[config.mk]
export PLATFORM = sky130hd
export DESIGN_NAME = bgu_blend
export DESIGN_NICKNAME = d
export VERILOG_FILES = /design/src/hw/rtl/bgu_pkg.sv /design/src/hw/rtl/bgu_blend.sv
export SDC_FILE = /design/constraint.sdc
export NUM_CORES = 2
export LEC_CHECK = 0
export BUFFER_PORTS_ARGS = -buffer_cell sky130_fd_sc_hd__buf_2
export CAP_MARGIN = 20
export CORE_ASPECT_RATIO = 0.7
export CORE_MARGIN = 10
export CORE_UTILIZATION = 34
export DETAILED_ROUTE_END_ITERATION = 12
export GPL_ROUTABILITY_DRIVEN = 0
export SLEW_MARGIN = 20
export SYNTH_ARGS = -nofsm -noshare
export SYNTH_HDL_FRONTEND = slang
export SYNTH_SLANG_ARGS = --single-unit
[constraint.sdc]
create_clock -name clk -period 24.1 [get_ports clk]
set_input_delay 4.82 -clock clk [delete_from_list [all_inputs] [get_ports clk]]
set_output_delay 4.82 -clock clk [all_outputs]
set_load 0.01 [all_outputs]
[src/hw/rtl/bgu_pkg.sv]
`timescale 1ns / 1ps
// Shared types, widths and constant tables of the bilinear grid upsampler.
package bgu_pkg;

  localparam int MAX_ROWS    = 64;
  localparam int MAX_COLS    = 64;
  localparam int SAMPLE_BITS = 16;
  localparam int FRAC_BITS   = 8;

  localparam int ROW_W     = $clog2(MAX_ROWS);
  localparam int COL_W     = $clog2(MAX_COLS);
  localparam int FINE_W    = 10;
  localparam int CNT_W     = 7;
  localparam int FAC_W     = 5;
  localparam int CFG_W     = 7;
  localparam int CFG_IDX_W = 2;

  // floor(2^RECIP_SHIFT / f) gives a quotient that is exact or one low
  localparam int RECIP_SHIFT = 16;
  localparam int RECIP_W     = RECIP_SHIFT + 1;
  localparam int PROD_W      = FINE_W + RECIP_W;
  localparam int REM_W       = FAC_W + 1;
  localparam int LIM_W       = CNT_W + FAC_W;

  localparam int WGT_W   = 2 * FAC_W;
  localparam int TERM_W  = WGT_W + SAMPLE_BITS;
  localparam int QUO_W   = SAMPLE_BITS + FRAC_BITS;
  localparam int DIVD_W  = TERM_W + FRAC_BITS + 1;
  localparam int DVSR_W  = WGT_W + 1;
  localparam int OUT_W   = 24;

  localparam int BANK_AW    = ROW_W + COL_W - 2;
  localparam int BANK_DEPTH = 1 << BANK_AW;
  localparam int NUM_BANKS  = 4;

  localparam logic CMD_LOAD  = 1'b0;
  localparam logic CMD_QUERY = 1'b1;

  typedef enum logic [CFG_IDX_W-1:0] {
    REG_ROW_COUNT  = 2'd0,
    REG_COL_COUNT  = 2'd1,
    REG_ROW_FACTOR = 2'd2,
    REG_COL_FACTOR = 2'd3
  } reg_idx_t;

  localparam logic [RECIP_W-1:0] RECIP [32] = '{
    17'd65536, 17'd65536, 17'd32768, 17'd21845, 17'd16384, 17'd13107, 17'd10922, 17'd9362,
    17'd8192,  17'd7281,  17'd6553,  17'd5957,  17'd5461,  17'd5041,  17'd4681,  17'd4369,
    17'd4096,  17'd3855,  17'd3640,  17'd3449,  17'd3276,  17'd3120,  17'd2978,  17'd2849,
    17'd2730,  17'd2621,  17'd2520,  17'd2427,  17'd2340,  17'd2259,  17'd2184,  17'd2114
  };

  typedef struct packed {
    logic [CNT_W-1:0] nr;
    logic [CNT_W-1:0] nc;
    logic [FAC_W-1:0] fr;
    logic [FAC_W-1:0] fc;
  } cfg_t;

  typedef struct packed {
    logic                   query;
    logic [ROW_W-1:0]       raw_row;
    logic [COL_W-1:0]       raw_col;
    logic [SAMPLE_BITS-1:0] sample;
    logic [FINE_W-1:0]      fine_row;
    logic [FINE_W-1:0]      fine_col;
  } item_t;

  typedef struct packed {
    logic                   query;
    logic                   oor;
    logic [ROW_W-1:0]       y;
    logic [FAC_W-1:0]       t;
    logic [COL_W-1:0]       x;
    logic [FAC_W-1:0]       u;
    logic [ROW_W-1:0]       raw_row;
    logic [COL_W-1:0]       raw_col;
    logic [SAMPLE_BITS-1:0] sample;
  } loc_t;

  typedef struct packed {
    logic             oor;
    logic             ypar;
    logic             xpar;
    logic [WGT_W-1:0] w00;
    logic [WGT_W-1:0] w01;
    logic [WGT_W-1:0] w10;
    logic [WGT_W-1:0] w11;
    logic [WGT_W-1:0] den;
  } wgt_t;

  typedef struct packed {
    logic              oor;
    logic [DIVD_W-1:0] dividend;
    logic [DVSR_W-1:0] divisor;
  } div_t;

endpackage

[src/hw/rtl/bgu_blend.sv]
`timescale 1ns / 1ps
// Two-stage blend: weighted corner products, then the sum and rounding offset.
module bgu_blend import bgu_pkg::*; (
  input  logic                                  clk,
  input  logic                                  rst,
  input  logic                                  in_valid,
  output logic                                  in_ready,
  input  wgt_t                                  in_wgt,
  input  logic [NUM_BANKS-1:0][SAMPLE_BITS-1:0] in_data,
  output logic                                  out_valid,
  input  logic                                  out_ready,
  output div_t                                  out_div
);

  typedef struct packed {
    logic              oor;
    logic [WGT_W-1:0]  den;
    logic [TERM_W-1:0] p00;
    logic [TERM_W-1:0] p01;
    logic [TERM_W-1:0] p10;
    logic [TERM_W-1:0] p11;
  } prod_t;

  logic  v1;
  logic  rdy1, rdy2;
  prod_t s1;
  logic [SAMPLE_BITS-1:0] g00, g01, g10, g11;
  logic [TERM_W-1:0]      num;

  assign rdy2     = !out_valid || out_ready;
  assign rdy1     = !v1 || rdy2;
  assign in_ready = rdy1;

  // drop corners with zero weight; a one-row grid never loads the row below
  assign g00 = (in_wgt.w00 == '0) ? '0 : in_data[{in_wgt.ypar, in_wgt.xpar}];
  assign g01 = (in_wgt.w01 == '0) ? '0 : in_data[{in_wgt.ypar, ~in_wgt.xpar}];
  assign g10 = (in_wgt.w10 == '0) ? '0 : in_data[{~in_wgt.ypar, in_wgt.xpar}];
  assign g11 = (in_wgt.w11 == '0) ? '0 : in_data[{~in_wgt.ypar, ~in_wgt.xpar}];

  // the weights sum to den, so the sum never outgrows TERM_W
  always_comb begin
    num = s1.p00 + s1.p01 + s1.p10 + s1.p11;
    if (s1.oor) num = '0;
  end

  always_ff @(posedge clk) begin
    if (rst) begin
      v1        <= 1'b0;
      out_valid <= 1'b0;
    end else begin
      if (rdy1) v1 <= in_valid;
      if (rdy2) out_valid <= v1;
    end
  end

  always_ff @(posedge clk) begin
    if (rdy1 && in_valid) begin
      s1.oor <= in_wgt.oor;
      s1.den <= in_wgt.den;
      s1.p00 <= TERM_W'(in_wgt.w00) * TERM_W'(g00);
      s1.p01 <= TERM_W'(in_wgt.w01) * TERM_W'(g01);
      s1.p10 <= TERM_W'(in_wgt.w10) * TERM_W'(g10);
      s1.p11 <= TERM_W'(in_wgt.w11) * TERM_W'(g11);
    end
    if (rdy2 && v1) begin
      // round to nearest: (2*num*2^F + den) / (2*den)
      out_div.oor      <= s1.oor;
      out_div.dividend <= {num, (FRAC_BITS+1)'(0)} + DIVD_W'(s1.den);
      out_div.divisor  <= {s1.den, 1'b0};
    end
  end

endmodule

==> flow_summary.json <==
{
  "synth_nets": 3793,
  "port_buffers": 168,
  "fin_worst_skew_ns": 0.01584,
  "io-pin-count": 170,
  "clkTransAtPathRegs_ns": 0.07,
  "synth_top_area_share_pct": 33.45,
  "maxCapViolations": 0,
  "max_stage_delay_ns": 0.73,
  "seq_area_frac_synth_pct": 15.70,
  "firstDrtPassIters": 5,
  "slew_headroom_pct": 34.80,
  "synth_top_area_cell": "fa_1",
  "setup_tns_ns": 0,
  "antenna_found_initial": 1,
  "mostFrequentLayoutCells": "fa_1, inv_1, nand2_1",
  "cts_setup_buffers": 0,
  "synth-edff-count": 152,
  "cp_common_cell": "fa_1",
  "status": "finished clean",
  "drt-wirelength-per-cell_um": 19.37,
  "drv_slew": 0,
  "syn_inst": 2911,
  "whs_ns": 0.4210,
  "synth_cell_types": 71,
  "antenna_cells": 0,
  "clkLatencyLatePin_ns": 0.45,
  "place.detailed.hpwl_mm": 68.56,
  "route.detailed.drc": 0,
  "crit_type": "input port to flop",
  "crit_chain": "buf_4 > buf_4 > mux4_2 > nor2b_1 > nand2_1 > fa_1 > fa_1 > inv_1 > fa_1 > fa_1 > inv_1 > fa_1 > inv_1 > ha_1 > nand3_1 > o311ai_0 > o311ai_0 > a31oi_1 > nand4_1 > a31oi_1 > o21ai_0 > a21oi_1 > a31oi_1",
  "crit_end": "s1[25]",
  "setup_viol": 0,
  "hold_path.class": "flop to flop",
  "cts.repair.resized": 0,
  "start_kind": "input port",
  "reg2reg_to": "out_div[45]",
  "crit_buf_inv": 5,
  "layout-area-overhead-vs-synth_pct": 8.896,
  "core-area_sq_um": 85810,
  "cts.sinks": 154,
  "cp_top_family": "adder cells",
  "initial_core_util_pct": 34.17,
  "rsz0062_at_grt": "no",
  "cp_slowest_cell": "mux4_2",
  "layout_commonest_cell": "fa_1",
  "hold_violations": 0,
  "groute.usage.overall_pct": 16.87,
  "drive_gt1_share_pct": 9.954,
  "cts_root_buf": "clkbuf_16",
  "htree_num_levels": 4,
  "die_h_um": 265.7,
  "syn_area_sq_um": 29320,
  "die_w_um": 371.0,
  "fmax_mhz": 84.73,
  "cts_tree": "built",
  "rows": 90,
  "min_period_ns": 11.80,
  "synth-seq-cells": 154,
  "synth.area.top_cells": "fa_1, edfxtp_1, ha_1, and2_1, inv_1",
  "grt_max_degree": 72,
  "r2r-start": "s1[53]",
  "synthFlopType": "edfxtp_1",
  "crit_required_ns": 24.29,
  "startpoint": "in_wgt[50]",
  "worstHoldStart": "s1[106]",
  "numCtsBuffers": 17,
  "hold_buffers": 0,
  "syn_avg_cell_area_sq_um": 10.07,
  "worstMarginPinSlew_ns": 0.9759,
  "grt-ovfl-total": 0,
  "routed_wl_mm": 81.06,
  "grt_first_pass_wirelength_mm": 129.7,
  "arrival_ns": 11.99,
  "ant_nets": 0,
  "cp.depth": 23,
  "cts.path.max_buffers": 2,
  "cp_max_fo": 44,
  "drt_iter0_drc": 1606,
  "vias": 20884,
  "endpoint_kind": "flop",
  "r2r_slack_ns": 19.23,
  "dieArea_sq_um": 98580,
  "vias_per_cell": 4.991,
  "synthArstFlopShare_pct": 0,
  "finalNetCount": 3903,
  "grt_pass1_vias": 21795,
  "synth_warnings": 0,
  "finalCritPeriodShare_pct": 48.97,
  "ff2ff_path_depth": 14
}
[Yosys cell counts (6+ instances only)]
| library cell | count |
|---|---|
| and2_1 | 322 |
| buf_2 | 6 |
| and3_1 | 14 |
| ha_1 | 271 |
| xnor2_1 | 94 |
| o21a_1 | 8 |
| edfxtp_1 | 152 |
| nand3_1 | 21 |
| or3_1 | 6 |
| buf_4 | 10 |
| o21ai_0 | 27 |
| clkbuf_1 | 59 |
| nand2_1 | 380 |
| or4_1 | 8 |
| nand4_1 | 12 |
| a21o_1 | 42 |
| fa_1 | 490 |
| a31oi_1 | 16 |
| nor3_1 | 21 |
| a211oi_1 | 10 |
| a21oi_1 | 83 |
| o21ai_1 | 9 |
| xor2_1 | 38 |
| nor2b_1 | 81 |
| inv_1 | 476 |
| buf_1 | 10 |
| o21bai_1 | 18 |
| nor2_1 | 67 |
| mux4_2 | 64 |
| nand2b_1 | 12 |
[logic make-up (layout without fill, tap and decap cells)]
kind of cell | count (synthesis) | count (layout) | share of synthesized area (%)
multiplexers | 70 | 70 | 5.133
buffers and inverters | 562 | 685 | 7.347
other | 1 | 1 | 0.01279
flip-flops | 154 | 154 | 15.70
adder cells (fa/ha/maj) | 761 | 761 | 45.01
AO/OA/AOI/OAI | 259 | 259 | 5.905
XOR/XNOR | 132 | 132 | 3.942
AND/OR/NAND/NOR | 972 | 972 | 16.94
[routing by layer]
metal,vias to the layer above,GRT usage [%],share of wire (%)
li1,9565,-,-
met1,10546,25.16,48
met2,709,23.66,40
met3,64,5.833,11
met4,0,2.400,1.3
met5,-,0,0
[flip-flops by register name, indices dropped and copies added (netlist names)]
| register | cells |
|---|---|
| out_div | 37 |
| out_valid | 1 |
| s1 | 115 |
| v1 | 1 |
[stage by stage]
stage	cell area [sq um]	instances	setup slack, ns	util, %
after floorplan	29320	2911	12.67	-
after global placement	31340	4151	12.03	36.53
after detailed placement	31340	4151	11.90	36.53
after CTS	31920	4183	12.34	37.20
after global routing	31930	4184	11.77	37.21
final	31930	4184	12.30	37.21
[worst reg2reg max path: cells and delay by family, from the launching register on]
kind	cells	cell delay, ns
AND/OR/NAND/NOR	3	0.73
XOR/XNOR	1	0.16
flip-flops	1	0.45
adder cells (fa/ha/maj)	4	1.81
AO/OA/AOI/OAI	6	1.49
[how the worst min path moves through the flow]
stage / end / cells after the start
4_1_cts: out_div[18] / 0
3_5_place_dp: out_div[18] / 0
5_1_grt: out_div[12] / 0
2_1_floorplan: out_div[11] / 0
6_report: out_div[13] / 0
3_3_place_gp: out_div[18] / 0
[cell type report]
class                           count  area (sq um)
Fill cell                        8672         53870
Multi-Input combinational cell   2195         22610
Sequential cell                   154          4604
Inverter                          477          1790
Tap cell                         1150          1439
Timing Repair Buffer              176         909.6
Clock buffer                       18         429.2
Clock inverter                     14         151.4
Power is not shown: default switching activity piles up to over one toggle a cycle in this logic, so the estimate is an artifact.
