**config.mk**
```make
export PLATFORM = sky130hd
export DESIGN_NAME = bgu_locate
export DESIGN_NICKNAME = d
export VERILOG_FILES = /design/src/hw/rtl/bgu_pkg.sv /design/src/hw/rtl/bgu_locate.sv
export SDC_FILE = /design/constraint.sdc
export NUM_CORES = 1
export LEC_CHECK = 0
export BUFFER_PORTS_ARGS = -buffer_cell sky130_fd_sc_hd__buf_2
export CAP_MARGIN = 15
export CELL_PAD_IN_SITES_DETAIL_PLACEMENT = 1
export CELL_PAD_IN_SITES_GLOBAL_PLACEMENT = 1
export CORE_MARGIN = 4
export CORE_UTILIZATION = 54
export DETAILED_ROUTE_END_ITERATION = 10
export PLACE_DENSITY = 0.95
export RECOVER_POWER = 100
export SYNTH_ARGS = -nofsm -noshare
export SYNTH_HDL_FRONTEND = slang
export SYNTH_SLANG_ARGS = --single-unit
```
**constraint.sdc**
```tcl
create_clock -name clk -period 21.6 [get_ports clk]
set_input_delay 3.24 -clock clk [delete_from_list [all_inputs] [get_ports clk]]
set_output_delay 3.24 -clock clk [all_outputs]
set_load 0.02 [all_outputs]
```
**src/hw/rtl/bgu_pkg.sv**
```systemverilog
`timescale 1ns / 1ps
// Shared types, widths and constant tables of the bilinear grid upsampler.
package bgu_pkg;

  localparam int MAX_ROWS    = 64;
  localparam int MAX_COLS    = 64;
  localparam int SAMPLE_BITS = 16;
  localparam int FRAC_BITS   = 8;

  localparam int ROW_W     = $clog2(MAX_ROWS);
  localparam int COL_W     = $clog2(MAX_COLS);
  localparam int FINE_W    = 10;
  localparam int CNT_W     = 7;
  localparam int FAC_W     = 5;
  localparam int CFG_W     = 7;
  localparam int CFG_IDX_W = 2;

  // floor(2^RECIP_SHIFT / f) gives a quotient that is exact or one low
  localparam int RECIP_SHIFT = 16;
  localparam int RECIP_W     = RECIP_SHIFT + 1;
  localparam int PROD_W      = FINE_W + RECIP_W;
  localparam int REM_W       = FAC_W + 1;
  localparam int LIM_W       = CNT_W + FAC_W;

  localparam int WGT_W   = 2 * FAC_W;
  localparam int TERM_W  = WGT_W + SAMPLE_BITS;
  localparam int QUO_W   = SAMPLE_BITS + FRAC_BITS;
  localparam int DIVD_W  = TERM_W + FRAC_BITS + 1;
  localparam int DVSR_W  = WGT_W + 1;
  localparam int OUT_W   = 24;

  localparam int BANK_AW    = ROW_W + COL_W - 2;
  localparam int BANK_DEPTH = 1 << BANK_AW;
  localparam int NUM_BANKS  = 4;

  localparam logic CMD_LOAD  = 1'b0;
  localparam logic CMD_QUERY = 1'b1;

  typedef enum logic [CFG_IDX_W-1:0] {
    REG_ROW_COUNT  = 2'd0,
    REG_COL_COUNT  = 2'd1,
    REG_ROW_FACTOR = 2'd2,
    REG_COL_FACTOR = 2'd3
  } reg_idx_t;

  localparam logic [RECIP_W-1:0] RECIP [32] = '{
    17'd65536, 17'd65536, 17'd32768, 17'd21845, 17'd16384, 17'd13107, 17'd10922, 17'd9362,
    17'd8192,  17'd7281,  17'd6553,  17'd5957,  17'd5461,  17'd5041,  17'd4681,  17'd4369,
    17'd4096,  17'd3855,  17'd3640,  17'd3449,  17'd3276,  17'd3120,  17'd2978,  17'd2849,
    17'd2730,  17'd2621,  17'd2520,  17'd2427,  17'd2340,  17'd2259,  17'd2184,  17'd2114
  };

  typedef struct packed {
    logic [CNT_W-1:0] nr;
    logic [CNT_W-1:0] nc;
    logic [FAC_W-1:0] fr;
    logic [FAC_W-1:0] fc;
  } cfg_t;

  typedef struct packed {
    logic                   query;
    logic [ROW_W-1:0]       raw_row;
    logic [COL_W-1:0]       raw_col;
    logic [SAMPLE_BITS-1:0] sample;
    logic [FINE_W-1:0]      fine_row;
    logic [FINE_W-1:0]      fine_col;
  } item_t;

  typedef struct packed {
    logic                   query;
    logic                   oor;
    logic [ROW_W-1:0]       y;
    logic [FAC_W-1:0]       t;
    logic [COL_W-1:0]       x;
    logic [FAC_W-1:0]       u;
    logic [ROW_W-1:0]       raw_row;
    logic [COL_W-1:0]       raw_col;
    logic [SAMPLE_BITS-1:0] sample;
  } loc_t;

  typedef struct packed {
    logic             oor;
    logic             ypar;
    logic             xpar;
    logic [WGT_W-1:0] w00;
    logic [WGT_W-1:0] w01;
    logic [WGT_W-1:0] w10;
    logic [WGT_W-1:0] w11;
    logic [WGT_W-1:0] den;
  } wgt_t;

  typedef struct packed {
    logic              oor;
    logic [DIVD_W-1:0] dividend;
    logic [DVSR_W-1:0] divisor;
  } div_t;

endpackage

```
**src/hw/rtl/bgu_locate.sv**
```systemverilog
`timescale 1ns / 1ps
// Three-stage cell locator: divides fine indexes by the factors and clamps the last cell.
module bgu_locate import bgu_pkg::*; (
  input  logic  clk,
  input  logic  rst,
  input  cfg_t  cfg,
  input  logic  in_valid,
  output logic  in_ready,
  input  item_t in_item,
  output logic  out_valid,
  input  logic  out_ready,
  output loc_t  out_loc
);

  typedef struct packed {
    item_t             item;
    logic [PROD_W-1:0] prod_r;
    logic [PROD_W-1:0] prod_c;
  } s1_t;

  typedef struct packed {
    item_t             item;
    logic              oor;
    logic [FINE_W-1:0] q_r;
    logic [FINE_W-1:0] q_c;
    logic [REM_W-1:0]  r_r;
    logic [REM_W-1:0]  r_c;
  } s2_t;

  logic v1, v2;
  logic rdy1, rdy2, rdy3;
  s1_t  s1;
  s2_t  s2;
  s2_t  s2_next;
  loc_t loc_next;

  logic [FINE_W-1:0]       q0_r, q0_c, q_r, q_c;
  logic [FINE_W+FAC_W-1:0] back_r, back_c, diff_r, diff_c;
  logic [LIM_W-1:0]        lim_r, lim_c;
  logic [REM_W-1:0]        r_r, r_c;

  assign rdy3     = !out_valid || out_ready;
  assign rdy2     = !v2 || rdy3;
  assign rdy1     = !v1 || rdy2;
  assign in_ready = rdy1;

  // stage 2: quotient estimate and its remainder, range check
  always_comb begin
    q0_r   = s1.prod_r[RECIP_SHIFT +: FINE_W];
    q0_c   = s1.prod_c[RECIP_SHIFT +: FINE_W];
    back_r = (FINE_W+FAC_W)'(q0_r) * (FINE_W+FAC_W)'(cfg.fr);
    back_c = (FINE_W+FAC_W)'(q0_c) * (FINE_W+FAC_W)'(cfg.fc);
    diff_r = (FINE_W+FAC_W)'(s1.item.fine_row) - back_r;
    diff_c = (FINE_W+FAC_W)'(s1.item.fine_col) - back_c;
    lim_r  = LIM_W'(cfg.nr - CNT_W'(1)) * LIM_W'(cfg.fr) + LIM_W'(1);
    lim_c  = LIM_W'(cfg.nc - CNT_W'(1)) * LIM_W'(cfg.fc) + LIM_W'(1);
    s2_next.item = s1.item;
    s2_next.oor  = (LIM_W'(s1.item.fine_row) >= lim_r) ||
                   (LIM_W'(s1.item.fine_col) >= lim_c);
    s2_next.q_r  = q0_r;
    s2_next.q_c  = q0_c;
    s2_next.r_r  = diff_r[REM_W-1:0];
    s2_next.r_c  = diff_c[REM_W-1:0];
  end

  // stage 3: correct the estimate, step back on the last row or column
  always_comb begin
    q_r = s2.q_r;
    r_r = s2.r_r;
    if (s2.r_r >= REM_W'(cfg.fr)) begin
      q_r = s2.q_r + FINE_W'(1);
      r_r = s2.r_r - REM_W'(cfg.fr);
    end
    q_c = s2.q_c;
    r_c = s2.r_c;
    if (s2.r_c >= REM_W'(cfg.fc)) begin
      q_c = s2.q_c + FINE_W'(1);
      r_c = s2.r_c - REM_W'(cfg.fc);
    end
    loc_next.query   = s2.item.query;
    loc_next.oor     = s2.oor;
    loc_next.raw_row = s2.item.raw_row;
    loc_next.raw_col = s2.item.raw_col;
    loc_next.sample  = s2.item.sample;
    if (cfg.nr > CNT_W'(1) && q_r >= FINE_W'(cfg.nr - CNT_W'(1))) begin
      loc_next.y = ROW_W'(cfg.nr - CNT_W'(2));
      loc_next.t = cfg.fr;
    end else begin
      loc_next.y = q_r[ROW_W-1:0];
      loc_next.t = r_r[FAC_W-1:0];
    end
    if (q_c >= FINE_W'(cfg.nc - CNT_W'(1))) begin
      loc_next.x = COL_W'(cfg.nc - CNT_W'(2));
      loc_next.u = cfg.fc;
    end else begin
      loc_next.x = q_c[COL_W-1:0];
      loc_next.u = r_c[FAC_W-1:0];
    end
  end

  always_ff @(posedge clk) begin
    if (rst) begin
      v1        <= 1'b0;
      v2        <= 1'b0;
      out_valid <= 1'b0;
    end else begin
      if (rdy1) v1 <= in_valid;
      if (rdy2) v2 <= v1;
      if (rdy3) out_valid <= v2;
    end
  end

  always_ff @(posedge clk) begin
    if (rdy1 && in_valid) begin
      s1.item   <= in_item;
      s1.prod_r <= PROD_W'(in_item.fine_row) * PROD_W'(RECIP[cfg.fr]);
      s1.prod_c <= PROD_W'(in_item.fine_col) * PROD_W'(RECIP[cfg.fc]);
    end
    if (rdy2 && v1) s2 <= s2_next;
    if (rdy3 && v2) out_loc <= loc_next;
  end

endmodule

```
==> impl_metrics.json <==
{
  "rsz0062_at_grt": "false",
  "p_comb_share_pct": 68.2,
  "setup_viol": 0,
  "dieArea_sq_mm": 0.0452,
  "cap_violations": 5,
  "tritoncts": "yes",
  "synth_cell_types": 70,
  "seqPwrFrac_pct": 20.0,
  "cts_setup_buffers": 0,
  "finalWeightedCongestion": 0.909,
  "drt_pass1_iterations": 6,
  "start_util_pct": 55.0,
  "grt-ovfl-total": 0,
  "p_int_mw": 1.39,
  "skew_ps": 12.7,
  "drive_gt1_share_pct": 5.18,
  "drc": 0,
  "antenna_found_initial": 2,
  "multi_input_area_sq_mm": 0.0153,
  "die_h_microns": 213,
  "h-tree-depth": 4,
  "period_minus_slack_ps": 12180,
  "synth_common_cells": "inv_1 (391), fa_1 (292), nand2_1 (252)",
  "synthArstFlopShare_pct": 0,
  "synth_edf_count": 183,
  "cp.required_ps": 21810,
  "final_nets": 3000,
  "routed_via_density": 6.31,
  "holdBufCountCts": 0,
  "synthesis.nets": 2900,
  "min_period_over_period_pct": 56.4,
  "clkSlewWorstSetupHoldPaths_ps": 80,
  "yosysWarningCount": 0,
  "ys.flop_type": "edfxtp_1",
  "grt_max_degree": 70,
  "ios": 131,
  "cp-start-kind": "primary input",
  "crit_arrival_ps": 12400,
  "fin_tns_setup_ps": 0,
  "violations": "capacitance limit, slew limit",
  "detail-route-antenna-nets": 0,
  "tightest_slew_ps": 4320,
  "grt_usage_pct": 35.7,
  "clkLatencyLatePin_ps": 470,
  "status": "finished with violations",
  "hold_viol": 0,
  "cts_resized": 0,
  "fillCellCount": 4585,
  "cts_made_buffers": 17,
  "regArea_sq_mm": 0.00556,
  "core_area_sq_mm": 0.0411,
  "cp-end-kind": "flip-flop",
  "hold_slack_ps": 424,
  "dpl_cell_area_sq_mm": 0.0238,
  "syn_avg_cell_area_sq_um": 9.90,
  "yosysTopAreaCell": "fa_1",
  "die_x_microns": 213,
  "netlist.area_leader.share_pct": 25.9,
  "grt_pass1_vias": 21500,
  "finalInstanceArea_sq_mm": 0.0243,
  "numPortBuffers": 130,
  "p_leak_nw": 11.5,
  "seq_area_frac_synth_pct": 24.6,
  "grt_pass1_wl_microns": 123000,
  "synth_area_leaders": "fa_1 (26%), edfxtp_1 (24%), ha_1 (14%)",
  "detail_route.wl_per_cell_microns": 27.3,
  "p_sw_share_pct": 49.6,
  "ir_worst_vdd_v": 0.0000694,
  "yosysMostFrequentCell": "inv_1",
  "postSynthCellCount": 2282,
  "wirelength_microns": 80100,
  "power_switching_mw": 1.36,
  "drv_slew": 227,
  "rows": 74,
  "critPathKind": "in -> reg",
  "slew_headroom_pct": -188,
  "root_buffer": "clkbuf_16",
  "cp_max_fo": 29,
  "syn-cell-area_sq_mm": 0.0226,
  "synth-seq-cells": 186,
  "min_path_type": "reg -> reg",
  "area_growth_pct": 7.35,
  "max_freq_ghz": 0.0821,
  "clock_path_buffers": 2,
  "dp_hpwl_microns": 54600,
  "vias": 18500,
  "drtIter0Drc": 1797,
  "clock_power_share_pct": 11.8,
  "pwr_density_cell_mw_per_mm2": 113,
  "cts_sinks": 186
}
metrics by stage:
stage | cells | setup WS [ps] | total power [mW] | utilization [%]
2_1_floorplan | 2282 | 11990 | 1.70 | -
3_3_place_gp | 2893 | 11000 | 2.00 | 57.9
3_5_place_dp | 2893 | 10590 | 2.26 | 57.9
4_1_cts | 2925 | 10940 | 2.69 | 59.3
5_1_grt | 2928 | 9100 | 2.92 | 59.0
6_report | 2929 | 9420 | 2.75 | 59.0
layout make-up:
type                            instances  share of cell area, %
Antenna cell                            2                 0.0206
Clock buffer                           18                   1.77
Clock inverter                         14                  0.562
Inverter                              395                   6.12
Multi-Input combinational cell       1635                   63.1
Sequential cell                       186                   22.9
Tap cell                              532                   2.74
Timing Repair Buffer                  147                   2.75
logic make-up after synthesis:
logic type                 after synthesis  synth area share, %
AOI/OAI and AO/OA                      241                 6.68
xor gates and xnor gates               118                 4.57
adders and majority gates              541                 39.7
buffers and inverters                  461                 7.76
DFF                                    186                 24.6
muxes                                   32                 1.67
and+or+nand+nor                        703                 15.1
final timing paths:
path               start      endpoint  slack (ps)  depth (start not counted)
setup / recovery  cfg[2]       q0_c[9]        9420                         22
hold / removal    s1[87]  loc_next[13]         420                          0
setup reg to reg   s2[0]   out_loc[37]       16460                         19
hold reg to reg   s1[87]  loc_next[13]         420                          0
routing by layer:
layer,global-route usage [%],routed length [microns]
met1,39.8,27700
met2,61.3,39300
met3,7.55,6570
met4,24.8,6490
met5,0,0
power by group through the flow:
stage          Clock, mW  Sequential [mW]  Combinational (mW)
2_1_floorplan          0            0.531                1.17
3_3_place_gp           0            0.543                1.46
3_5_place_dp           0            0.549                1.71
4_1_cts            0.323            0.545                1.83
5_1_grt            0.339            0.551                2.03
6_report           0.324            0.551                1.88
layout by cell type, fill, tap and decap left out, types with 4 or more instances in the layout:
cell type / synthesis / layout
o211ai_1: 11 / 11
a21oi_1: 91 / 91
nor3b_1: 5 / 5
buf_4: 1 / 12
clkinv_2: 1 / 4
a211o_1: 4 / 4
fa_1: 292 / 292
and3_1: 9 / 9
a211oi_1: 9 / 8
mux2_1: 0 / 4
nand4_1: 6 / 6
o21ai_0: 54 / 56
ha_1: 249 / 249
edfxtp_1: 183 / 183
inv_6: 0 / 4
xor2_1: 53 / 53
mux2i_1: 14 / 14
and2_1: 160 / 155
o31ai_1: 4 / 4
nand2_1: 252 / 252
a21o_1: 20 / 20
clkbuf_16: 0 / 17
or3_1: 4 / 4
buf_2: 3 / 49
nor2b_1: 35 / 34
and2_0: 0 / 5
nand3_1: 21 / 21
xnor2_1: 65 / 65
nor2_1: 136 / 136
nand2b_1: 44 / 44
clkbuf_1: 54 / 86
nor4_1: 6 / 6
a31oi_1: 6 / 5
inv_1: 391 / 391
nor3_1: 17 / 16
mux2_2: 15 / 11
state kept, by name, indices dropped and copies added (netlist names):
name	count
out_valid	1
v2	1
q0_r	10
loc_next	30
s1	49
v1	1
s2	32
q0_c	10
out_loc	52
critical path, cell delays in order:
cell and delay [ps]:
clkbuf_1 1090, inv_1 830, nor2_1 380, a22oi_1 130, o21ai_0 1280, and2_0 270, fa_1 460, fa_1 530
fa_1 480, fa_1 560, inv_1 70, fa_1 500, inv_1 60, ha_1 340, nand4_1 180, nor4_1 450
and3_1 230, a41o_1 220, a41oi_1 280, o31ai_1 450, a21oi_1 150, xnor2_1 150
Power figures use the tool's default switching activity.
