[config.mk]
export PLATFORM = sky130hd
export DESIGN_NAME = bgu_divider
export DESIGN_NICKNAME = d
export VERILOG_FILES = /design/src/hw/rtl/bgu_pkg.sv /design/src/hw/rtl/bgu_divider.sv
export SDC_FILE = /design/constraint.sdc
export NUM_CORES = 1
export LEC_CHECK = 0
export ABC_CLOCK_PERIOD_IN_PS = 17400
export BUFFER_PORTS_ARGS = -buffer_cell sky130_fd_sc_hd__buf_4
export CORE_AREA = 2 2 161 321
export CTS_BUF_LIST = sky130_fd_sc_hd__clkbuf_8
export CTS_CLUSTER_DIAMETER = 120
export DETAILED_ROUTE_END_ITERATION = 8
export DIE_AREA = 0 0 163 323
export PLACE_DENSITY = 0.66
export REMOVE_ABC_BUFFERS = 1
export SETUP_SLACK_MARGIN = 0.2
export SYNTH_ARGS = -nofsm -noshare
export SYNTH_HDL_FRONTEND = slang
export SYNTH_SLANG_ARGS = --single-unit
[constraint.sdc]
create_clock -name clk -period 17.4 [get_ports clk]
set_clock_uncertainty 0.2 [all_clocks]
set_input_delay 1.74 -clock clk [delete_from_list [all_inputs] [get_ports clk]]
set_output_delay 1.74 -clock clk [all_outputs]
set_load 0.01 [all_outputs]
[src/hw/rtl/bgu_pkg.sv]
`timescale 1ns / 1ps
// Shared types, widths and constant tables of the bilinear grid upsampler.
package bgu_pkg;

  localparam int MAX_ROWS    = 64;
  localparam int MAX_COLS    = 64;
  localparam int SAMPLE_BITS = 16;
  localparam int FRAC_BITS   = 8;

  localparam int ROW_W     = $clog2(MAX_ROWS);
  localparam int COL_W     = $clog2(MAX_COLS);
  localparam int FINE_W    = 10;
  localparam int CNT_W     = 7;
  localparam int FAC_W     = 5;
  localparam int CFG_W     = 7;
  localparam int CFG_IDX_W = 2;

  // floor(2^RECIP_SHIFT / f) gives a quotient that is exact or one low
  localparam int RECIP_SHIFT = 16;
  localparam int RECIP_W     = RECIP_SHIFT + 1;
  localparam int PROD_W      = FINE_W + RECIP_W;
  localparam int REM_W       = FAC_W + 1;
  localparam int LIM_W       = CNT_W + FAC_W;

  localparam int WGT_W   = 2 * FAC_W;
  localparam int TERM_W  = WGT_W + SAMPLE_BITS;
  localparam int QUO_W   = SAMPLE_BITS + FRAC_BITS;
  localparam int DIVD_W  = TERM_W + FRAC_BITS + 1;
  localparam int DVSR_W  = WGT_W + 1;
  localparam int OUT_W   = 24;

  localparam int BANK_AW    = ROW_W + COL_W - 2;
  localparam int BANK_DEPTH = 1 << BANK_AW;
  localparam int NUM_BANKS  = 4;

  localparam logic CMD_LOAD  = 1'b0;
  localparam logic CMD_QUERY = 1'b1;

  typedef enum logic [CFG_IDX_W-1:0] {
    REG_ROW_COUNT  = 2'd0,
    REG_COL_COUNT  = 2'd1,
    REG_ROW_FACTOR = 2'd2,
    REG_COL_FACTOR = 2'd3
  } reg_idx_t;

  localparam logic [RECIP_W-1:0] RECIP [32] = '{
    17'd65536, 17'd65536, 17'd32768, 17'd21845, 17'd16384, 17'd13107, 17'd10922, 17'd9362,
    17'd8192,  17'd7281,  17'd6553,  17'd5957,  17'd5461,  17'd5041,  17'd4681,  17'd4369,
    17'd4096,  17'd3855,  17'd3640,  17'd3449,  17'd3276,  17'd3120,  17'd2978,  17'd2849,
    17'd2730,  17'd2621,  17'd2520,  17'd2427,  17'd2340,  17'd2259,  17'd2184,  17'd2114
  };

  typedef struct packed {
    logic [CNT_W-1:0] nr;
    logic [CNT_W-1:0] nc;
    logic [FAC_W-1:0] fr;
    logic [FAC_W-1:0] fc;
  } cfg_t;

  typedef struct packed {
    logic                   query;
    logic [ROW_W-1:0]       raw_row;
    logic [COL_W-1:0]       raw_col;
    logic [SAMPLE_BITS-1:0] sample;
    logic [FINE_W-1:0]      fine_row;
    logic [FINE_W-1:0]      fine_col;
  } item_t;

  typedef struct packed {
    logic                   query;
    logic                   oor;
    logic [ROW_W-1:0]       y;
    logic [FAC_W-1:0]       t;
    logic [COL_W-1:0]       x;
    logic [FAC_W-1:0]       u;
    logic [ROW_W-1:0]       raw_row;
    logic [COL_W-1:0]       raw_col;
    logic [SAMPLE_BITS-1:0] sample;
  } loc_t;

  typedef struct packed {
    logic             oor;
    logic             ypar;
    logic             xpar;
    logic [WGT_W-1:0] w00;
    logic [WGT_W-1:0] w01;
    logic [WGT_W-1:0] w10;
    logic [WGT_W-1:0] w11;
    logic [WGT_W-1:0] den;
  } wgt_t;

  typedef struct packed {
    logic              oor;
    logic [DIVD_W-1:0] dividend;
    logic [DVSR_W-1:0] divisor;
  } div_t;

endpackage

[src/hw/rtl/bgu_divider.sv]
`timescale 1ns / 1ps
// Pipelined restoring divider, a few quotient bits per stage.
module bgu_divider import bgu_pkg::*; (
  input  logic             clk,
  input  logic             rst,
  input  logic             in_valid,
  output logic             in_ready,
  input  div_t             in_div,
  output logic             out_valid,
  input  logic             out_ready,
  output logic [QUO_W-1:0] quotient,
  output logic             oor
);

  localparam int STEP = 4;
  localparam int NSTG = (QUO_W + STEP - 1) / STEP;

  logic              v    [NSTG];
  logic              rdy  [NSTG];
  logic [DVSR_W-1:0] rem  [NSTG];
  logic [QUO_W-1:0]  lq   [NSTG];
  logic [DVSR_W-1:0] dv   [NSTG];
  logic              flag [NSTG];

  // lq holds the unused dividend bits on top and the quotient bits below
  function automatic logic [DVSR_W+QUO_W-1:0] div_steps(
    input logic [DVSR_W-1:0] r_in,
    input logic [QUO_W-1:0]  q_in,
    input logic [DVSR_W-1:0] d,
    input int                n
  );
    logic [DVSR_W:0]   trial;
    logic [DVSR_W-1:0] r;
    logic [QUO_W-1:0]  q;
    r = r_in;
    q = q_in;
    for (int i = 0; i < STEP; i++) begin
      if (i < n) begin
        trial = {r, q[QUO_W-1]};
        q     = {q[QUO_W-2:0], 1'b0};
        if (trial >= {1'b0, d}) begin
          trial = trial - {1'b0, d};
          q[0]  = 1'b1;
        end
        r = trial[DVSR_W-1:0];
      end
    end
    return {r, q};
  endfunction

  always_comb begin
    rdy[NSTG-1] = !v[NSTG-1] || out_ready;
    for (int k = NSTG - 2; k >= 0; k--) rdy[k] = !v[k] || rdy[k+1];
  end

  assign in_ready  = rdy[0];
  assign out_valid = v[NSTG-1];
  assign quotient  = lq[NSTG-1];
  assign oor       = flag[NSTG-1];

  for (genvar k = 0; k < NSTG; k++) begin : g_stg
    localparam int NB = (QUO_W - k * STEP < STEP) ? QUO_W - k * STEP : STEP;
    logic              vin;
    logic              fin;
    logic [DVSR_W-1:0] rin;
    logic [DVSR_W-1:0] din;
    logic [QUO_W-1:0]  qin;

    if (k == 0) begin : g_head
      // the top bits of the dividend already sit below the divisor
      assign vin = in_valid;
      assign fin = in_div.oor;
      assign rin = in_div.dividend[DIVD_W-1:QUO_W];
      assign qin = in_div.dividend[QUO_W-1:0];
      assign din = in_div.divisor;
    end else begin : g_body
      assign vin = v[k-1];
      assign fin = flag[k-1];
      assign rin = rem[k-1];
      assign qin = lq[k-1];
      assign din = dv[k-1];
    end

    always_ff @(posedge clk) begin
      if (rst) begin
        v[k] <= 1'b0;
      end else if (rdy[k]) begin
        v[k] <= vin;
      end
    end

    always_ff @(posedge clk) begin
      if (rdy[k] && vin) begin
        {rem[k], lq[k]} <= div_steps(rin, qin, din, NB);
        dv[k]           <= din;
        flag[k]         <= fin;
      end
    end
  end

endmodule

==> results of run 1 <==
[sequential cells by signal, indices dropped and copies added, names as in the netlist]
register and cells:
dv 55, flag 6, g_stg.qin 120, g_stg.rin 55, quotient 24, v 6
[metrics by stage]
stage	hold slack [ps]	setup slack (ps)	cell area, µm²
6_report	207.6	6508	24580
5_1_grt	206.4	5667	24580
4_1_cts	201.4	6660	24580
3_5_place_dp	204.5	6018	23750
3_3_place_gp	200.5	6202	23750
2_1_floorplan	200.3	7320	22240
[worst max path at each step]
stage	end	slack (ps)	startpoint
floorplan	g_stg[1].rin[10]	7320	in_div[34]
global placement	g_stg[1].rin[3]	6200	in_div[0]
detailed placement	g_stg[1].rin[5]	6020	in_div[0]
CTS	g_stg[1].rin[2]	6660	in_div[0]
global route	g_stg[1].rin[2]	5670	in_div[0]
finish	g_stg[2].rin[10]	6510	dv[0][0]
[layer usage]
layer / up-vias / GRT usage / share of wire / wire (µm)
met2: 383 / 0.3295 / 0.46 / 24170
met4: 0 / 0.06706 / 0.032 / 1668
li1: 8650 / - / - / -
met3: 91 / 0.02641 / 0.042 / 2169
met5: - / 0 / 0 / 0
met1: 8058 / 0.2666 / 0.46 / 24130
[final cells by class]
| class | count | area share |
|---|---|---|
| Timing Repair Buffer | 88 | 0.02687 |
| Multi-Input combinational cell | 1786 | 0.5531 |
| Sequential cell | 266 | 0.3249 |
| Clock inverter | 33 | 0.01028 |
| Inverter | 182 | 0.02789 |
| Antenna cell | 1 | 0.0001018 |
| Tap cell | 654 | 0.03329 |
| Clock buffer | 42 | 0.02352 |
[Yosys cell counts, drive strengths merged, types with 43 or more instances]
library cell,n,share of area
edfxtp,266,0.36
ha,264,0.15
nor2,196,0.033
inv,182,0.031
o21ai,150,0.034
a21oi,139,0.031
nand2,119,0.020
mux2,116,0.060
xnor2,95,0.037
nor3,61,0.014
nor2b,56,0.016
xor2,49,0.019
a21o,43,0.014
nand4,43,0.012
[kinds of logic (layout without fill, tap and decap cells)]
group	Yosys count	after routing	synth area share
and+or+nand+nor	660	660	0.1476
adders and majority gates	287	287	0.1680
buffers and inverters	214	345	0.03748
DFF	266	266	0.3566
xor gates and xnor gates	144	144	0.05631
AOI/OAI and AO/OA	548	548	0.1588
other	0	1	0
muxes	147	147	0.07508
==> qor.csv, run 1 <==
metric,value,unit
DR vias,17180,
CTS tree,done,
PostCTS Resize Cnt,0,
Final TNS setup,0,ps
drt total wl,52140,µm
Max Cap Viol,0,
DR iter-0 viols,1121,
layout cells sized above 1,0.1297,
Mapped Cells,2266,
Avg WL per Cell,17.08,µm
Via density,5.630,
port bufs,77,
critical path startpoint category,register,
Worst Tran Pin Value,955.0,ps
Crit. End Element,register,
initial core utilization,0.4435,
die span in x,163,µm
Area Overhead vs Synth,9.754,%
"most used cell, CP",a21oi_1,
global-route wire length before repair,84010,µm
mapped cell area,22400,µm²
"Warnings, synthesis",0,
Critical Path RT,17540,ps
grt ovf,0,
Critical Path AT,11030,ps
CTS H-tree lvls,2,
Rows,117,
cell family with most CP delay,compound AO/OA/AOI/OAI gates,
Achievable Freq,91.81,MHz
synthesized flop and latch total,266,
GP Congestion,0.8583,
Crit Path Class,reg2reg,
max incr delay on CP,670,ps
Tcrit/Tclk final,0.6260,
RSZ-0062 raised after global routing,no,
worst hold start,g_stg[1].qin[14],
max-slew violations,0,
FF+latch area,7988,µm²
crit-path max FO,18,
Final Setup Violations,0,
critical path depth,35,
height of the die,323,µm
final net count,2704,
dpl hpwl,40840,µm
io pins,78,
status,"complete, no violations",
relative slew slack,0.3620,
Yosys cell types,85,
post-synthesis sequential area ratio,0.3566,
Buf/Inv on CP,2,
First-pass DRT Iterations,5,
Hold EP,g_stg[2].qin[18],
Tightest Hold Check Type,reg2reg,
FF-to-FF End,g_stg[2].rin[10],
initial antenna violation count,1,
most frequent cells in the layout,"266 x edfxtp_1, 264 x ha_1, 195 x nor2_1, 185 x inv_1, 144 x o21ai_0",
hold buffer count at CTS,0,
Multi-input gate area,13600,µm²
Fill cells,4739,
Final Util,0.4867,
non-filler instance count after layout,3052,
clock latency at the later pin of the worst-skew pair,600,ps
largest net degree at the start of global routing,49,
Worst R2R Start,dv[0][0],
Antenna Nets Post-Route,0,
syn avg cell area,9.884,µm²
R2R Setup Slk,6510,ps
number of global-route vias before repair,16250,
Post-synth EDFFs,266,
cell with the largest stage delay on the worst path,o22ai_2,
"Top FF cell, synth",edfxtp_1,
FF-to-FF path depth,35,
DRC Markers,0,
post-CTS setup repair buffer count,0,
core area,50500,µm²
CTS buffer count,42,
worst-case clock buffer depth,3,
"most common cell after layout, fill and taps aside",edfxtp_1,
Die Area,52650,µm²
CTS Sinks,266,
root buffer cell,clkbuf_8,
Inst Count DP,2976,
CTS clock-pin slew for the worst setup and hold paths,60,ps
Total Routing Usage GR,0.1986,
Tmin final,10890,ps
Final Hold Fails,0,
ys async rst share,0,
worst hold stages,0,
Power of run 1 is left out: the tool's default activity adds up to more than one toggle a clock period on the data nets, which glitch-free logic cannot reach.
==> inputs of run 2 (changes only) <==
- ABC_CLOCK_PERIOD_IN_PS: 17400 -> 9100
- PLACE_DENSITY: 0.66 -> 0.68
- clock period: 17.4 -> 9.1 ns (I/O delays scaled with it)
==> run 2 against run 1 <==
  * Die area is the same
  * Routed wire length up 11%
  * Via count increased by 9.6%
  * Largest cell class unchanged
  * Worst setup slack lost 6000 ps
  * Flip-flop and latch count stayed put
  * Non-clock buffer count is 340 higher
==> qor.csv, run 2 (synthesis results as in run 1) <==
metric,value,unit,change
FF-to-FF path depth,40,,+14%
Achievable Freq,116.8,MHz,+27%
core area,50500,µm²,unchanged
"most common cell after layout, fill and taps aside",buf_4,,
DR iter-0 viols,1217,,+8.6%
initial core utilization,0.4435,,unchanged
CTS tree,done,,
drt total wl,57760,µm,+11%
Avg WL per Cell,17.00,µm,-0.47%
CTS H-tree lvls,2,,unchanged
Crit Path Class,reg2reg,,
CTS Sinks,266,,unchanged
GP Congestion,0.9080,,+5.8%
Max Cap Viol,0,,unchanged
Die Area,52650,µm²,unchanged
hold buffer count at CTS,0,,unchanged
Worst Tran Pin Value,971.1,ps,+16.14 ps
CTS buffer count,42,,unchanged
"most used cell, CP",a21o_1,,
Placement Setup Slack,-425.3,ps,-6444 ps
Largest register FFs,120,,unchanged
Final Setup Violations,0,,unchanged
Multi-input gate area,14140,µm²,+4.0%
Critical Path Sink,quotient[0],,
Placed Area,26060,µm²,+9.7%
CP startpoint,g_stg[5].qin[23],,
First-pass DRT Iterations,6,,+1
DRC Markers,0,,unchanged
initial antenna violation count,2,,+1
relative slew slack,0.3512,,-0.01079
DR vias,18830,,+9.6%
layout cells sized above 1,0.2750,,+0.1452
grt ovf,0,,unchanged
Antenna Nets Post-Route,0,,unchanged
Fill cells,4470,,-5.7%
CTS clock-pin slew for the worst setup and hold paths,70,ps,about the same
non-filler instance count after layout,3397,,+11%
FF+latch area,7988,µm²,unchanged
Crit. End Element,register,,
crit-path max FO,10,,-8
worst hold start,g_stg[3].qin[0],,
clock latency at the later pin of the worst-skew pair,600,ps,about the same
Critical Path RT,9240,ps,-8300 ps
height of the die,323,µm,unchanged
Inst Count DP,3280,,+10%
Tcrit/Tclk final,0.9412,,+0.3152
Rows,117,,unchanged
number of global-route vias before repair,18430,,+13%
cell family with most CP delay,compound AO/OA/AOI/OAI gates,,
design area,27700,µm²,+13%
global-route wire length before repair,91200,µm,+8.6%
critical path startpoint category,register,,
max incr delay on CP,410,ps,-260 ps
most frequent cells in the layout,"421 x buf_4, 266 x edfxtp_1, 259 x ha_1, 193 x nor2_1, 184 x inv_1",,
io pins,78,,unchanged
Total Routing Usage GR,0.2149,,+0.01629
Buf/Inv on CP,6,,+4
R2R Setup Slk,540,ps,-5970 ps
final net count,3047,,+13%
largest net degree at the start of global routing,49,,unchanged
RSZ-0062 raised after global routing,yes,,
Worst R2R Start,g_stg[5].qin[23],,
worst-case clock buffer depth,3,,unchanged
critical path depth,40,,+14%
die span in x,163,µm,unchanged
root buffer cell,clkbuf_8,,
Via density,5.544,,-1.5%
Tmin final,8565,ps,-2327 ps
Critical Path AT,8700,ps,-2330 ps
final worst slack,535.1,ps,-5973 ps
max-slew violations,0,,unchanged
Final Hold Fails,0,,unchanged
Area Overhead vs Synth,23.69,%,
port bufs,77,,unchanged
FF-to-FF End,quotient[0],,
dpl hpwl,44730,µm,+9.5%
Tightest Hold Check Type,reg2reg,,
worst hold slack,171.3,ps,-36.31 ps
status,"complete, no violations",,
cell with the largest stage delay on the worst path,a2111o_1,,
-- run 2: cell count changes in the layout (fill, tap and decap cells not counted), moves of 11 or more --
| cell | previous run | this run |
|---|---|---|
| a21boi_0 | 25 | 10 |
| a21oi_1 | 139 | 119 |
| a21oi_2 | 0 | 20 |
| buf_4 | 88 | 421 |
| o21ai_0 | 144 | 109 |
| o21ai_1 | 6 | 29 |
| o21ai_2 | 0 | 11 |
-- run 2: repair_timing --
| action | CTS | global route |
|---|---|---|
| pin swaps | 4 | 49 |
| gates cloned | 0 | 3 |
| endpoints found under the setup margin | 51 | 61 |
| buffers inserted | 2 | 34 |
| gates resized for setup | 19 | 152 |
-- run 2: worst min-delay path by stage --
| stage | to | slack, ps | cells after the start |
|---|---|---|---|
| 6_report | g_stg[4].qin[4] | 170 | 0 |
| 5_1_grt | g_stg[4].qin[22] | 180 | 0 |
| 4_1_cts | g_stg[5].qin[9] | 170 | 0 |
| 3_5_place_dp | g_stg[2].qin[17] | 200 | 0 |
| 3_3_place_gp | g_stg[5].qin[11] | 200 | 0 |
| 2_1_floorplan | flag[1] | 200 | 0 |
-- run 2: worst register-to-register path: cells and delay by family, from the launching register on --
family | cells | cell delay (ps)
compound gates | 24 | 4560
fa+ha+maj | 5 | 1390
buf+inv | 6 | 780
flops | 1 | 400
mux | 2 | 470
simple gates | 3 | 500
-- run 2: metrics by stage --
step	setup TNS (ps)	utilization
after global routing	0	0.5485
after CTS	0	0.5333
after detailed placement	-4170	0.5159
final	0	0.5485
after floorplan	-1198	-
after global placement	-2292	0.5159
-- run 2: metal layers --
layer | GRT usage | part of all wire | up-vias | wire [µm]
li1 | - | - | 9343 | -
met1 | 0.2807 | 0.44 | 8876 | 25470
met2 | 0.3669 | 0.48 | 491 | 27620
met3 | 0.02462 | 0.045 | 122 | 2622
met4 | 0.07571 | 0.035 | 2 | 2031
met5 | 0 | 0.00023 | - | 13
-- run 2: layout make-up --
class / count / share of cell area
clock inverter: 34 / 0.007723
sequential: 266 / 0.2883
timing repair buffer: 428 / 0.1176
multi-input combinational: 1789 / 0.5106
antenna: 1 / 0.00009033
inverter: 182 / 0.02484
clock buffer: 43 / 0.02136
tap: 654 / 0.02954
Power of run 2 is left out for the same reason.
==> inputs of run 3 (changes only) <==
- CORE_AREA: 2 2 161 321 -> 2 2 141 281
- DIE_AREA: 0 0 163 323 -> 0 0 143 283
- PLACE_DENSITY: 0.68 -> 0.84
==> run 3 against run 2 <==
  * Maximum frequency is 1.3% lower
  * Cell area is 2.8% lower
  * Sequential share of layout area is 0.84 points higher
  * Hold slack better by 35 ps
  * First-iteration DRC count is 21% higher
  * Critical path depth is 4 lower
  * Flip-flop and latch count stayed put
  * Highest routed layer is now met4
  * Routed wire length is 0.35% lower
  * Worst setup slack worse by 110 ps
==> qor.csv, run 3 (synthesis results as in run 1) <==
metric,value,unit,change
Antenna Nets Post-Route,0,,unchanged
Multi-input gate area,14130,µm²,about the same
CTS H-tree lvls,2,,unchanged
CTS buffer count,39,,-7.1%
core area,38410,µm²,-24%
FF+latch area,7988,µm²,unchanged
Final TNS setup,0,ps,unchanged
Tightest Hold Check Type,reg2reg,,
Via density,6.023,,+8.6%
Tcrit/Tclk final,0.9537,,+0.01249
met3 routed WL,3141,µm,+20%
initial antenna violation count,1,,-1
hold buffer count at CTS,0,,unchanged
cell with the largest stage delay on the worst path,fa_1,,
Final Hold Fails,0,,unchanged
Rows,102,,-13%
drt total wl,57560,µm,-0.35%
relative slew slack,0.5012,,+0.1500
CTS clock-pin slew for the worst setup and hold paths,60,ps,about the same
root buffer cell,clkbuf_8,,
Worst Tran Pin Value,748.2,ps,-223.0 ps
max incr delay on CP,410,ps,about the same
Placement Setup Slack,-296.7,ps,+128.6 ps
final net count,2957,,-3.0%
Max Cap Viol,0,,unchanged
Crit. End Element,register,,
layout cells sized above 1,0.2503,,-0.02470
Achievable Freq,115.2,MHz,-1.3%
port bufs,77,,unchanged
Die Area,40470,µm²,-23%
Critical Path AT,8810,ps,+110 ps
DR vias,19070,,+1.2%
CTS tree,done,,
DR iter-0 viols,1470,,+21%
worst-case clock buffer depth,3,,unchanged
io pins,78,,unchanged
Final Util,0.7007,,+0.1522
met2 routed WL,28090,µm,+1.7%
Area Overhead vs Synth,20.18,%,
crit-path max FO,9,,-1
Largest register FFs,120,,unchanged
dpl hpwl,43640,µm,-2.4%
grt ovf,0,,unchanged
die span in x,143,µm,-12%
Total Routing Usage GR,0.2700,,+0.05511
"most common cell after layout, fill and taps aside",buf_4,,
"most used cell, CP",ha_1,,
uppermost layer routed,met4,,
initial core utilization,0.5831,,+0.1396
critical path startpoint category,register,,
Avg WL per Cell,18.18,µm,+6.9%
GP Congestion,0.9626,,+6.0%
Final Setup Violations,0,,unchanged
number of global-route vias before repair,18450,,+0.10%
clock latency at the later pin of the worst-skew pair,590,ps,about the same
DRC Markers,0,,unchanged
Fill cells,2697,,-40%
final worst slack,421.4,ps,-113.6 ps
height of the die,283,µm,-12%
CTS Sinks,266,,unchanged
RSZ-0062 raised after global routing,yes,,
Tmin final,8679,ps,+113.6 ps
global-route wire length before repair,88680,µm,-2.8%
largest net degree at the start of global routing,49,,unchanged
most frequent cells in the layout,"330 x buf_4, 266 x edfxtp_1, 258 x ha_1, 193 x nor2_1, 182 x inv_1",,
met1 WL,23170,µm,-9.0%
max-slew violations,0,,unchanged
First-pass DRT Iterations,6,,unchanged
Crit Path Class,reg2reg,,
status,"complete, no violations",,
Critical Path RT,9230,ps,about the same
run 3: cell types whose count changed in the layout (fill, tap and decap cells not counted), moves of 3 or more:
cell,previous run,this run
a21oi_2,20,29
clkinv_2,6,2
a21oi_1,119,110
buf_6,5,8
nor4_2,3,0
clkbuf_8,43,40
o21ai_1,29,36
o21ai_2,11,7
buf_4,421,330
bufinv_16,2,5
o21ai_0,109,106
nor2b_2,0,3
run 3: final timing paths:
path	start	cells past startpoint	end	slack, ps
hold / removal	g_stg[3].qin[0]	0	g_stg[4].qin[4]	210
setup reg to reg	g_stg[1].qin[23]	36	g_stg[2].rin[6]	420
hold reg to reg	g_stg[3].qin[0]	0	g_stg[4].qin[4]	210
setup / recovery	g_stg[1].qin[23]	36	g_stg[2].rin[6]	420
run 3: final cells by class:
class	instances	area share
multi-input cells	1786	0.5250
repair buffers	344	0.09873
diodes	1	0.00009297
clock inverters	27	0.009250
clock buffers	40	0.02045
inverters	182	0.02557
well taps	520	0.02417
flip-flops and latches	266	0.2968
run 3: per-layer routing:
metal	vias to the layer above	global-route usage
met5	-	0
met4	0	0.1379
met3	190	0.03127
met2	745	0.4559
met1	8958	0.3374
li1	9176	-
run 3: through the flow:
step	hold WS, ps	cell area (µm²)	cells
2_1_floorplan	200.3	22240	2234
3_3_place_gp	201.1	25270	3063
3_5_place_dp	204.5	25270	3063
4_1_cts	202.2	26150	3135
5_1_grt	208.7	26920	3166
6_report	206.5	26920	3166
run 3: what timing repair did:
action	CTS	global route
gates cloned	0	1
pin swaps	3	60
resized for setup	12	163
setup endpoints to repair	40	61
setup buffers	5	29
run 3: worst max-delay path: cells and delay by family (launching register included):
kind	cells	cell delay [ps]
compound gates	16	2950
flops	1	390
mux	4	1380
buf+inv	5	810
simple gates	6	940
fa+ha+maj	5	1730
Power of run 3 is left out for the same reason.
